[src/design/rrld_pkg.sv]
`timescale 1ns / 1ps
// Shared constants, types and register codes of the refresh rate lock detector.
// No dependencies; every other design file imports this package.
package rrld_pkg;

  // Block sizing
  localparam int PERIOD_BITS  = 20;
  localparam int LOCK_SAMPLES = 8;
  localparam int MAX_DIVISOR  = 4;

  // Fixed field and register widths
  localparam int FRAC_BITS = 8;
  localparam int REG_W     = 20;
  localparam int TOL_W     = 16;
  localparam int CFG_W     = 20;
  localparam int CFG_IDX_W = 2;
  localparam int DIV_W     = 3;
  localparam int CNT_W     = 4;
  localparam int FRAME_W   = 22;

  // Average filter: weight 6554/65536 with floor shift
  localparam int WEIGHT       = 6554;
  localparam int WEIGHT_SHIFT = 16;

  // Lock test scaling: native*2^24 against n*avg*2^16
  localparam int TARGET_SHIFT = 24;
  localparam int SCALE_SHIFT  = 16;

  // Derived datapath widths
  localparam int AVG_W   = PERIOD_BITS + FRAC_BITS;
  localparam int PROD_W  = AVG_W + DIV_W;
  localparam int MUL_A_W = PROD_W + 1;
  localparam int MUL_B_W = TOL_W + 1;
  localparam int MUL_P_W = MUL_A_W + MUL_B_W;
  localparam int TGT_W   = REG_W + TARGET_SHIFT;
  localparam int SCL_W   = PROD_W + SCALE_SHIFT;
  localparam int DEV_W   = (TGT_W > SCL_W) ? TGT_W : SCL_W;
  localparam int CMP_W   = (DEV_W > MUL_P_W) ? DEV_W : MUL_P_W;
  localparam int LIM_W   = (PERIOD_BITS > REG_W) ? PERIOD_BITS : REG_W;

  // Register reset values
  localparam logic [REG_W-1:0] NATIVE_RST  = REG_W'(16639);
  localparam logic [TOL_W-1:0] TOL_RST     = TOL_W'(655);
  localparam logic [REG_W-1:0] LONGEST_RST = REG_W'(100000);

  // Register indexes of the write port
  typedef enum logic [CFG_IDX_W-1:0] {
    CFG_NATIVE  = 2'd0,
    CFG_TOL     = 2'd1,
    CFG_LONGEST = 2'd2
  } cfg_idx_e;

  typedef struct packed {
    logic [REG_W-1:0] native;
    logic [TOL_W-1:0] tol;
    logic [REG_W-1:0] longest;
  } cfg_t;

  typedef struct packed {
    logic               locked;
    logic [DIV_W-1:0]   ticks;
    logic [FRAME_W-1:0] frame;
  } res_t;

endpackage

[src/design/refresh_rate_lock_detector_core.sv]
`timescale 1ns / 1ps
// Top level of the refresh rate lock detector: configuration registers,
// handshakes and output register. Depends on rrld_pkg and rrld_seq.
//
//   channel  | direction | handshake              | payload
//   ---------+-----------+------------------------+----------------------------------
//   input    | in        | in_valid_i/in_stall_o  | period_i
//   output   | out       | out_valid_o/out_stall_i| locked_o, frame_divisor_o,
//            |           |                        | frame_period_o
//   config   | in        | cfg_we_i               | cfg_idx_i, cfg_wdata_i
//
// An interval is taken in S_IDLE and checked in S_EVAL; unless it resets
// or is the first sample, S_AVG updates the average, and each divisor
// tried (up to 4) takes an S_DEV and an S_CMP step before S_DONE hands the
// result over; the shared multiplier sets the pace.
// in_stall_o stays high from the transfer of an interval until its result
// sits in the output register; that register holds one result while the
// next interval is taken. Reset restores the register defaults and clears
// the average, sample count and output valid.
module refresh_rate_lock_detector_core import rrld_pkg::*; (
  input  logic                   clk_i,
  input  logic                   rst_ni,
  input  logic                   in_valid_i,
  output logic                   in_stall_o,
  input  logic [PERIOD_BITS-1:0] period_i,
  output logic                   out_valid_o,
  input  logic                   out_stall_i,
  output logic                   locked_o,
  output logic [DIV_W-1:0]       frame_divisor_o,
  output logic [FRAME_W-1:0]     frame_period_o,
  input  logic                   cfg_we_i,
  input  logic [CFG_IDX_W-1:0]   cfg_idx_i,
  input  logic [CFG_W-1:0]       cfg_wdata_i
);

  cfg_t cfg_q;
  res_t out_q;
  logic out_valid_q;
  logic seq_idle;
  logic res_valid;
  res_t res;
  logic res_take;
  logic start;

  // Configuration registers
  always_ff @(posedge clk_i or negedge rst_ni) begin
    if (!rst_ni) begin
      cfg_q.native  <= NATIVE_RST;
      cfg_q.tol     <= TOL_RST;
      cfg_q.longest <= LONGEST_RST;
    end else if (cfg_we_i) begin
      case (cfg_idx_e'(cfg_idx_i))
        CFG_NATIVE:  cfg_q.native  <= cfg_wdata_i[REG_W-1:0];
        CFG_TOL:     cfg_q.tol     <= cfg_wdata_i[TOL_W-1:0];
        CFG_LONGEST: cfg_q.longest <= cfg_wdata_i[REG_W-1:0];
        default: ;
      endcase
    end
  end

  assign in_stall_o = !seq_idle;
  assign start      = in_valid_i && seq_idle;
  // hand a result over when the output register is empty or drains now
  assign res_take   = res_valid && (!out_valid_q || !out_stall_i);

  rrld_seq u_seq (
    .clk_i       (clk_i),
    .rst_ni      (rst_ni),
    .start_i     (start),
    .period_i    (period_i),
    .cfg_i       (cfg_q),
    .take_i      (res_take),
    .idle_o      (seq_idle),
    .res_valid_o (res_valid),
    .res_o       (res)
  );

  // Output register
  always_ff @(posedge clk_i or negedge rst_ni) begin
    if (!rst_ni) begin
      out_valid_q <= 1'b0;
      out_q       <= '0;
    end else if (res_take) begin
      out_valid_q <= 1'b1;
      out_q       <= res;
    end else if (!out_stall_i) begin
      out_valid_q <= 1'b0;
    end
  end

  assign out_valid_o     = out_valid_q;
  assign locked_o        = out_q.locked;
  assign frame_divisor_o = out_q.ticks;
  assign frame_period_o  = out_q.frame;

  // A transfer in closes the input until the result is handed over
  a_busy_after_transfer: assert property (@(posedge clk_i) disable iff (!rst_ni)
    (in_valid_i && !in_stall_o) |=> in_stall_o)
    else $error("input open in the cycle after a transfer");

  // A handed-over result shows up at the output
  a_take_fills_output: assert property (@(posedge clk_i) disable iff (!rst_ni)
    res_take |=> out_valid_o)
    else $error("result handed over but output not valid");

  // A locked result carries a divisor in range
  a_locked_divisor: assert property (@(posedge clk_i) disable iff (!rst_ni)
    (out_valid_o && locked_o) |->
      (frame_divisor_o != '0) && (frame_divisor_o <= DIV_W'(MAX_DIVISOR)))
    else $error("locked result with divisor out of range");

  // An unlocked result is all zero
  a_unlocked_zero: assert property (@(posedge clk_i) disable iff (!rst_ni)
    (out_valid_o && !locked_o) |-> (frame_divisor_o == '0) && (frame_period_o == '0))
    else $error("unlocked result with non-zero fields");

endmodule

[src/design/rrld_mul.sv]
`timescale 1ns / 1ps
// Shared signed multiplier with registered product, used for the filter weight
// and for the tolerance bound in turn. Depends on rrld_pkg.
module rrld_mul import rrld_pkg::*; (
  input  logic                      clk_i,
  input  logic signed [MUL_A_W-1:0] a_i,
  input  logic signed [MUL_B_W-1:0] b_i,
  output logic signed [MUL_P_W-1:0] p_o
);

  // Register the product every cycle
  always_ff @(posedge clk_i) begin
    p_o <= a_i * b_i;
  end

endmodule

[src/design/rrld_seq.sv]
`timescale 1ns / 1ps
// Sequencer and datapath: average update, warm-up count and divisor search,
// all through the shared multiplier. Depends on rrld_pkg and rrld_mul.
module rrld_seq import rrld_pkg::*; (
  input  logic                   clk_i,
  input  logic                   rst_ni,
  input  logic                   start_i,
  input  logic [PERIOD_BITS-1:0] period_i,
  input  cfg_t                   cfg_i,
  input  logic                   take_i,
  output logic                   idle_o,
  output logic                   res_valid_o,
  output res_t                   res_o
);

  typedef enum logic [2:0] {
    S_IDLE,
    S_EVAL,
    S_AVG,
    S_DEV,
    S_CMP,
    S_DONE
  } state_e;

  state_e                   state_q;
  logic [PERIOD_BITS-1:0]   p_q;
  logic [AVG_W-1:0]         avg_q;
  logic [CNT_W-1:0]         cnt_q;
  logic [PROD_W-1:0]        prod_q;
  logic [DIV_W-1:0]         n_q;
  logic [DEV_W-1:0]         dev_q;
  res_t                     res_q;

  logic signed [MUL_A_W-1:0] mul_a;
  logic signed [MUL_B_W-1:0] mul_b;
  logic signed [MUL_P_W-1:0] mul_p;
  logic signed [AVG_W:0]     diff;
  logic [AVG_W-1:0]          p_first;
  logic [AVG_W-1:0]          avg_new;
  logic                      invalid;
  logic [CNT_W-1:0]          cnt_d;
  logic                      warm;
  logic [DEV_W-1:0]          target;
  logic [DEV_W-1:0]          scaled;
  logic [DEV_W-1:0]          dev_d;
  logic                      fits;
  logic [FRAME_W-1:0]        frame;

  rrld_mul u_mul (
    .clk_i (clk_i),
    .a_i   (mul_a),
    .b_i   (mul_b),
    .p_o   (mul_p)
  );

  // Filter step and lock-test arithmetic
  always_comb begin
    p_first = {p_q, {FRAC_BITS{1'b0}}};
    diff    = $signed({1'b0, p_first}) - $signed({1'b0, avg_q});
    if (state_q == S_EVAL) begin
      mul_a = MUL_A_W'(diff);
      mul_b = MUL_B_W'(WEIGHT);
    end else begin
      mul_a = $signed({1'b0, prod_q});
      mul_b = $signed({1'b0, cfg_i.tol});
    end
    // floor shift of the weighted difference, wrapped to the average width
    avg_new = avg_q + mul_p[WEIGHT_SHIFT +: AVG_W];
    invalid = (p_q == '0) || (LIM_W'(p_q) > LIM_W'(cfg_i.longest));
    cnt_d   = (cnt_q < CNT_W'(LOCK_SAMPLES)) ? cnt_q + CNT_W'(1) : cnt_q;
    warm    = cnt_d < CNT_W'(LOCK_SAMPLES);
    target  = DEV_W'({cfg_i.native, {TARGET_SHIFT{1'b0}}});
    scaled  = DEV_W'({prod_q, {SCALE_SHIFT{1'b0}}});
    dev_d   = (target > scaled) ? target - scaled : scaled - target;
    fits    = CMP_W'(dev_q) <= CMP_W'($unsigned(mul_p));
    frame   = FRAME_W'(prod_q >> FRAC_BITS);
  end

  assign idle_o      = (state_q == S_IDLE);
  assign res_valid_o = (state_q == S_DONE);
  assign res_o       = res_q;

  // Sequencer: one step of work per cycle, but S_DONE holds until the result is taken
  always_ff @(posedge clk_i or negedge rst_ni) begin
    if (!rst_ni) begin
      state_q <= S_IDLE;
      p_q     <= '0;
      avg_q   <= '0;
      cnt_q   <= '0;
      prod_q  <= '0;
      n_q     <= '0;
      dev_q   <= '0;
      res_q   <= '0;
    end else begin
      case (state_q)
        S_IDLE: begin
          if (start_i) begin
            p_q     <= period_i;
            state_q <= S_EVAL;
          end
        end
        S_EVAL: begin
          res_q <= '0;
          if (invalid) begin
            // drop all history and report unlocked
            avg_q   <= '0;
            cnt_q   <= '0;
            state_q <= S_DONE;
          end else if (cnt_q == '0) begin
            // first sample loads the average
            avg_q   <= p_first;
            cnt_q   <= cnt_d;
            prod_q  <= PROD_W'(p_first);
            n_q     <= DIV_W'(1);
            state_q <= warm ? S_DONE : S_DEV;
          end else begin
            state_q <= S_AVG;
          end
        end
        S_AVG: begin
          avg_q   <= avg_new;
          cnt_q   <= cnt_d;
          prod_q  <= PROD_W'(avg_new);
          n_q     <= DIV_W'(1);
          state_q <= warm ? S_DONE : S_DEV;
        end
        S_DEV: begin
          // tolerance bound is in the multiplier this cycle
          dev_q   <= dev_d;
          state_q <= S_CMP;
        end
        S_CMP: begin
          if (fits) begin
            res_q.locked <= 1'b1;
            res_q.ticks  <= n_q;
            res_q.frame  <= frame;
            state_q      <= S_DONE;
          end else if (n_q == DIV_W'(MAX_DIVISOR)) begin
            state_q <= S_DONE;
          end else begin
            // advance to the next divisor
            prod_q  <= prod_q + PROD_W'(avg_q);
            n_q     <= n_q + DIV_W'(1);
            state_q <= S_DEV;
          end
        end
        S_DONE: begin
          if (take_i) begin
            state_q <= S_IDLE;
          end
        end
        default: begin
          state_q <= S_IDLE;
        end
      endcase
    end
  end

endmodule
[config.mk]
export PLATFORM = sky130hd
export DESIGN_NAME = refresh_rate_lock_detector_core
export DESIGN_NICKNAME = d
export VERILOG_FILES = /design/src/design/rrld_pkg.sv /design/src/design/refresh_rate_lock_detector_core.sv /design/src/design/rrld_mul.sv /design/src/design/rrld_seq.sv
export SDC_FILE = /design/constraint.sdc
export NUM_CORES = 2
export LEC_CHECK = 0
export BUFFER_PORTS_ARGS = -buffer_cell sky130_fd_sc_hd__buf_2
export CORE_AREA = 5 5 328 330
export CTS_CLUSTER_SIZE = 14
export DETAILED_ROUTE_END_ITERATION = 8
export DIE_AREA = 0 0 333 335
export PLACE_DENSITY = 0.6
export SKIP_LAST_GASP = 1
export SYNTH_ARGS = -nofsm -noshare
export SYNTH_HDL_FRONTEND = slang
export SYNTH_SLANG_ARGS = --single-unit
export TNS_END_PERCENT = 5
[constraint.sdc]
create_clock -name clk_i -period 13.5 [get_ports clk_i]
set_input_delay 1.35 -clock clk_i [delete_from_list [all_inputs] [get_ports clk_i]]
set_output_delay 1.35 -clock clk_i [all_outputs]
set_load 0.02 [all_outputs]
==> impl_metrics.env <==
export IMPL_clk_pin_slew_worst_paths_ns=0.06
export IMPL_finalSetupViolCount=0
export IMPL_critPathLaunchType="flop"
export IMPL_h_tree_depth=2
export IMPL_core_um2=105000
export IMPL_cp_arrival_ns=10.31
export IMPL_finalClockSkew_ns=0.0527
export IMPL_routed_wl_um=116000
export IMPL_cp_end_kind="flop"
export IMPL_globalRouteOverflowTotal=0
export IMPL_rsz0062_at_grt="false"
export IMPL_ff_latch_area_um2=6740
export IMPL_syn_inst=4072
export IMPL_postCtsHoldBufs=0
export IMPL_cts_tree="done"
export IMPL_relSlewSlack_pct=11.6
export IMPL_die_area_um2=112000
export IMPL_area_growth_pct=8.73
export IMPL_multi_input_area_um2=26000
export IMPL_grt_usage_pct=20.5
export IMPL_n_fill_cell=10783
export IMPL_vias_per_cell=5.32
export IMPL_grt_max_degree=206
export IMPL_dr_pass1_iters=5
export IMPL_period_minus_slack_ns=9.86
export IMPL_synth_top_cell_by_area="fa_1"
export IMPL_drt_iter0_drc=2402
export IMPL_dr_total_vias=29232
export IMPL_cp_num_buf_inv=4
export IMPL_max_freq_mhz=101
export IMPL_port_buffers=74
export IMPL_cts_root_buffer="clkbuf_16"
export IMPL_cts_resized=0
export IMPL_path_max_fanout=7
export IMPL_n_antenna_cell=0
export IMPL_drc=0
export IMPL_placedCellCount=5426
export IMPL_fp_dieW_um=333
export IMPL_drive_gt1_share_pct=8.07
export IMPL_place_gp_congestion=0.935
export IMPL_synth_area_per_cell_um2=8.87
export IMPL_clockBufferDepth=3
export IMPL_worst_pin_slew_ns=1.32
export IMPL_synth_area_um2=36100
export IMPL_post_synth_main_area_contributors="fa_1 27%, dfrtp_1 14%, ha_1 10%, inv_1 7.8%, nand2_1 4.7%"
export IMPL_synth_ff_type="dfrtp_1"
export IMPL_yosysUniqueCellTypes=87
export IMPL_fin_area_um2=39300
export IMPL_post_route_period_util_pct=73.0
export IMPL_synth_seq_cells=278
export IMPL_yosys_area_top_type_share_pct=27.3
export IMPL_synth_commonest_cells="751 x inv_1, 492 x fa_1, 452 x nand2_1"
export IMPL_ant_nets=0
export IMPL_critPathSlowestCell="a2111oi_0"
export IMPL_initial_core_util_pct=34.6
export IMPL_synth_most_common_cell="inv_1"
export IMPL_hold_path_class="flop to flop"
export IMPL_pin_count=75
export IMPL_cp_required_ns=13.96
export IMPL_synth_edff_count=0
export IMPL_final_net_count=4902
export IMPL_grt_pass1_vias=29001
export IMPL_outcome="completed"
export IMPL_clk_latency_ns=0.59
export IMPL_yosysWarnings=0
export IMPL_layoutNonFillerInstCount=5494
export IMPL_worstSetupPathType="flop to flop"
export IMPL_avgRoutedWirePerCell_um=21.1
export IMPL_postCtsSetupBuffers=0
export IMPL_grt_pass1_wl_um=177000
export IMPL_ys_seq_area_share_pct=18.7
export IMPL_fp_row_count=119
export IMPL_cp_top_family="adder cells"
export IMPL_place_area_um2=38000
export IMPL_clock_sinks=278
export IMPL_ys_async_sr_fraction_pct=82.4
export IMPL_hold_violations=0
export IMPL_antenna_found_initial=5
export IMPL_cts_buffers=37
export IMPL_die_h_um=335
export IMPL_cap_violations=0
export IMPL_slew_violations=0
export IMPL_crit_top_cell="fa_1"
export IMPL_dp_hpwl_um=91800
export IMPL_critical_path_max_stage_delay_ns=0.75
export IMPL_tns_ns=0
## placed cells by master, fill, tap and decap left out, types with 14 or more instances in the layout
cell type and count:
inv_1 751, fa_1 492, nand2_1 452, ha_1 289
a21oi_1 214, dfrtp_1 208, o21ai_0 174, nor2_1 163
and3_1 142, a21o_1 100, xnor2_1 93, mux2_2 86
buf_2 73, nand3_1 67, buf_4 49, dfxtp_1 49
and2_1 42, nor3_1 41, xor2_1 39, clkbuf_16 37
a31oi_1 33, o21a_1 28, a211oi_1 25, nand2b_1 24
nand4_1 24, conb_1 23, dfstp_2 21, mux2i_1 20
nor2b_1 20, o21bai_1 20, a221oi_1 19, o211ai_1 18
or3_1 17, nor4_1 15, a22oi_1 15, o31ai_1 14
## layer usage
metal	part of all wire, %	GRT usage [%]	up-vias
met3	8.7	4.70	226
met2	44	31.1	1121
met4	5.3	8.95	2
met5	0.011	0	-
li1	-	-	13260
met1	42	28.0	14623
## state kept, by name, indices dropped and copies added, names as in the netlist
signal and flops:
cfg_q 56, u_seq.u_mul.p_o 49, u_seq.dev_q 31, u_seq.prod_q 31
u_seq.avg_q 28, u_seq.res_o 26, frame_period_o 22, u_seq.p_q 20
u_seq.cnt_q 4, frame_divisor_o 3, u_seq.n_q 3, u_seq.state_q 3
locked_o 1, out_valid_o 1
## worst paths after layout
kind,start,endpoint,slack [ns],depth (start not counted)
setup / recovery,u_seq.avg_q[8],u_seq.u_mul.p_o[47],3.64,30
hold / removal,u_seq.res_o[25],u_seq.res_o[25],0.48,2
setup reg to reg,u_seq.avg_q[8],u_seq.u_mul.p_o[47],3.64,30
hold reg to reg,u_seq.res_o[25],u_seq.res_o[25],0.48,2
max in group asynchronous,rst_ni,cfg_q[32],11.33,2
min in group asynchronous,rst_ni,u_seq.avg_q[5],0.84,1
## stage by stage
step                hold WS (ns)  setup slack [ns]  util, %
floorplan                  0.441              5.30        -
global placement           0.459              4.04     36.4
detailed placement         0.468              3.90     36.4
CTS                        0.482              3.81     37.6
global route               0.516              3.21     37.6
finish                     0.478              3.64     37.6
## worst reg2reg max path, delay by kind of cell, from the launching register on
family,cells,cell delay [ns]
compound gates,9,3.18
xor+xnor,2,0.30
fa+ha+maj,8,3.82
buf+inv,4,0.23
flops,1,0.38
simple gates,7,1.81
## final cells by class
class                      instances  share of cell area [%]
multi-input combinational       2881                    66.1
sequential                       278                    17.2
inverter                         751                    7.18
tap                             1391                    4.43
clock buffer                      49                    2.60
timing repair buffer             125                    2.01
clock inverter                    19                   0.523
## cells by family after synthesis
family / Yosys count / share of synthesized area, %
multiplexers: 106 / 3.24
XOR/XNOR: 132 / 3.20
flip-flops: 278 / 18.7
buffers and inverters: 934 / 9.84
adder cells (fa/ha/maj): 781 / 37.3
other: 2 / 0.0208
AO/OA/AOI/OAI: 784 / 14.0
AND/OR/NAND/NOR: 1055 / 13.8
Power is not shown: default switching activity piles up to over one toggle a cycle in this logic, so the estimate is an artifact.
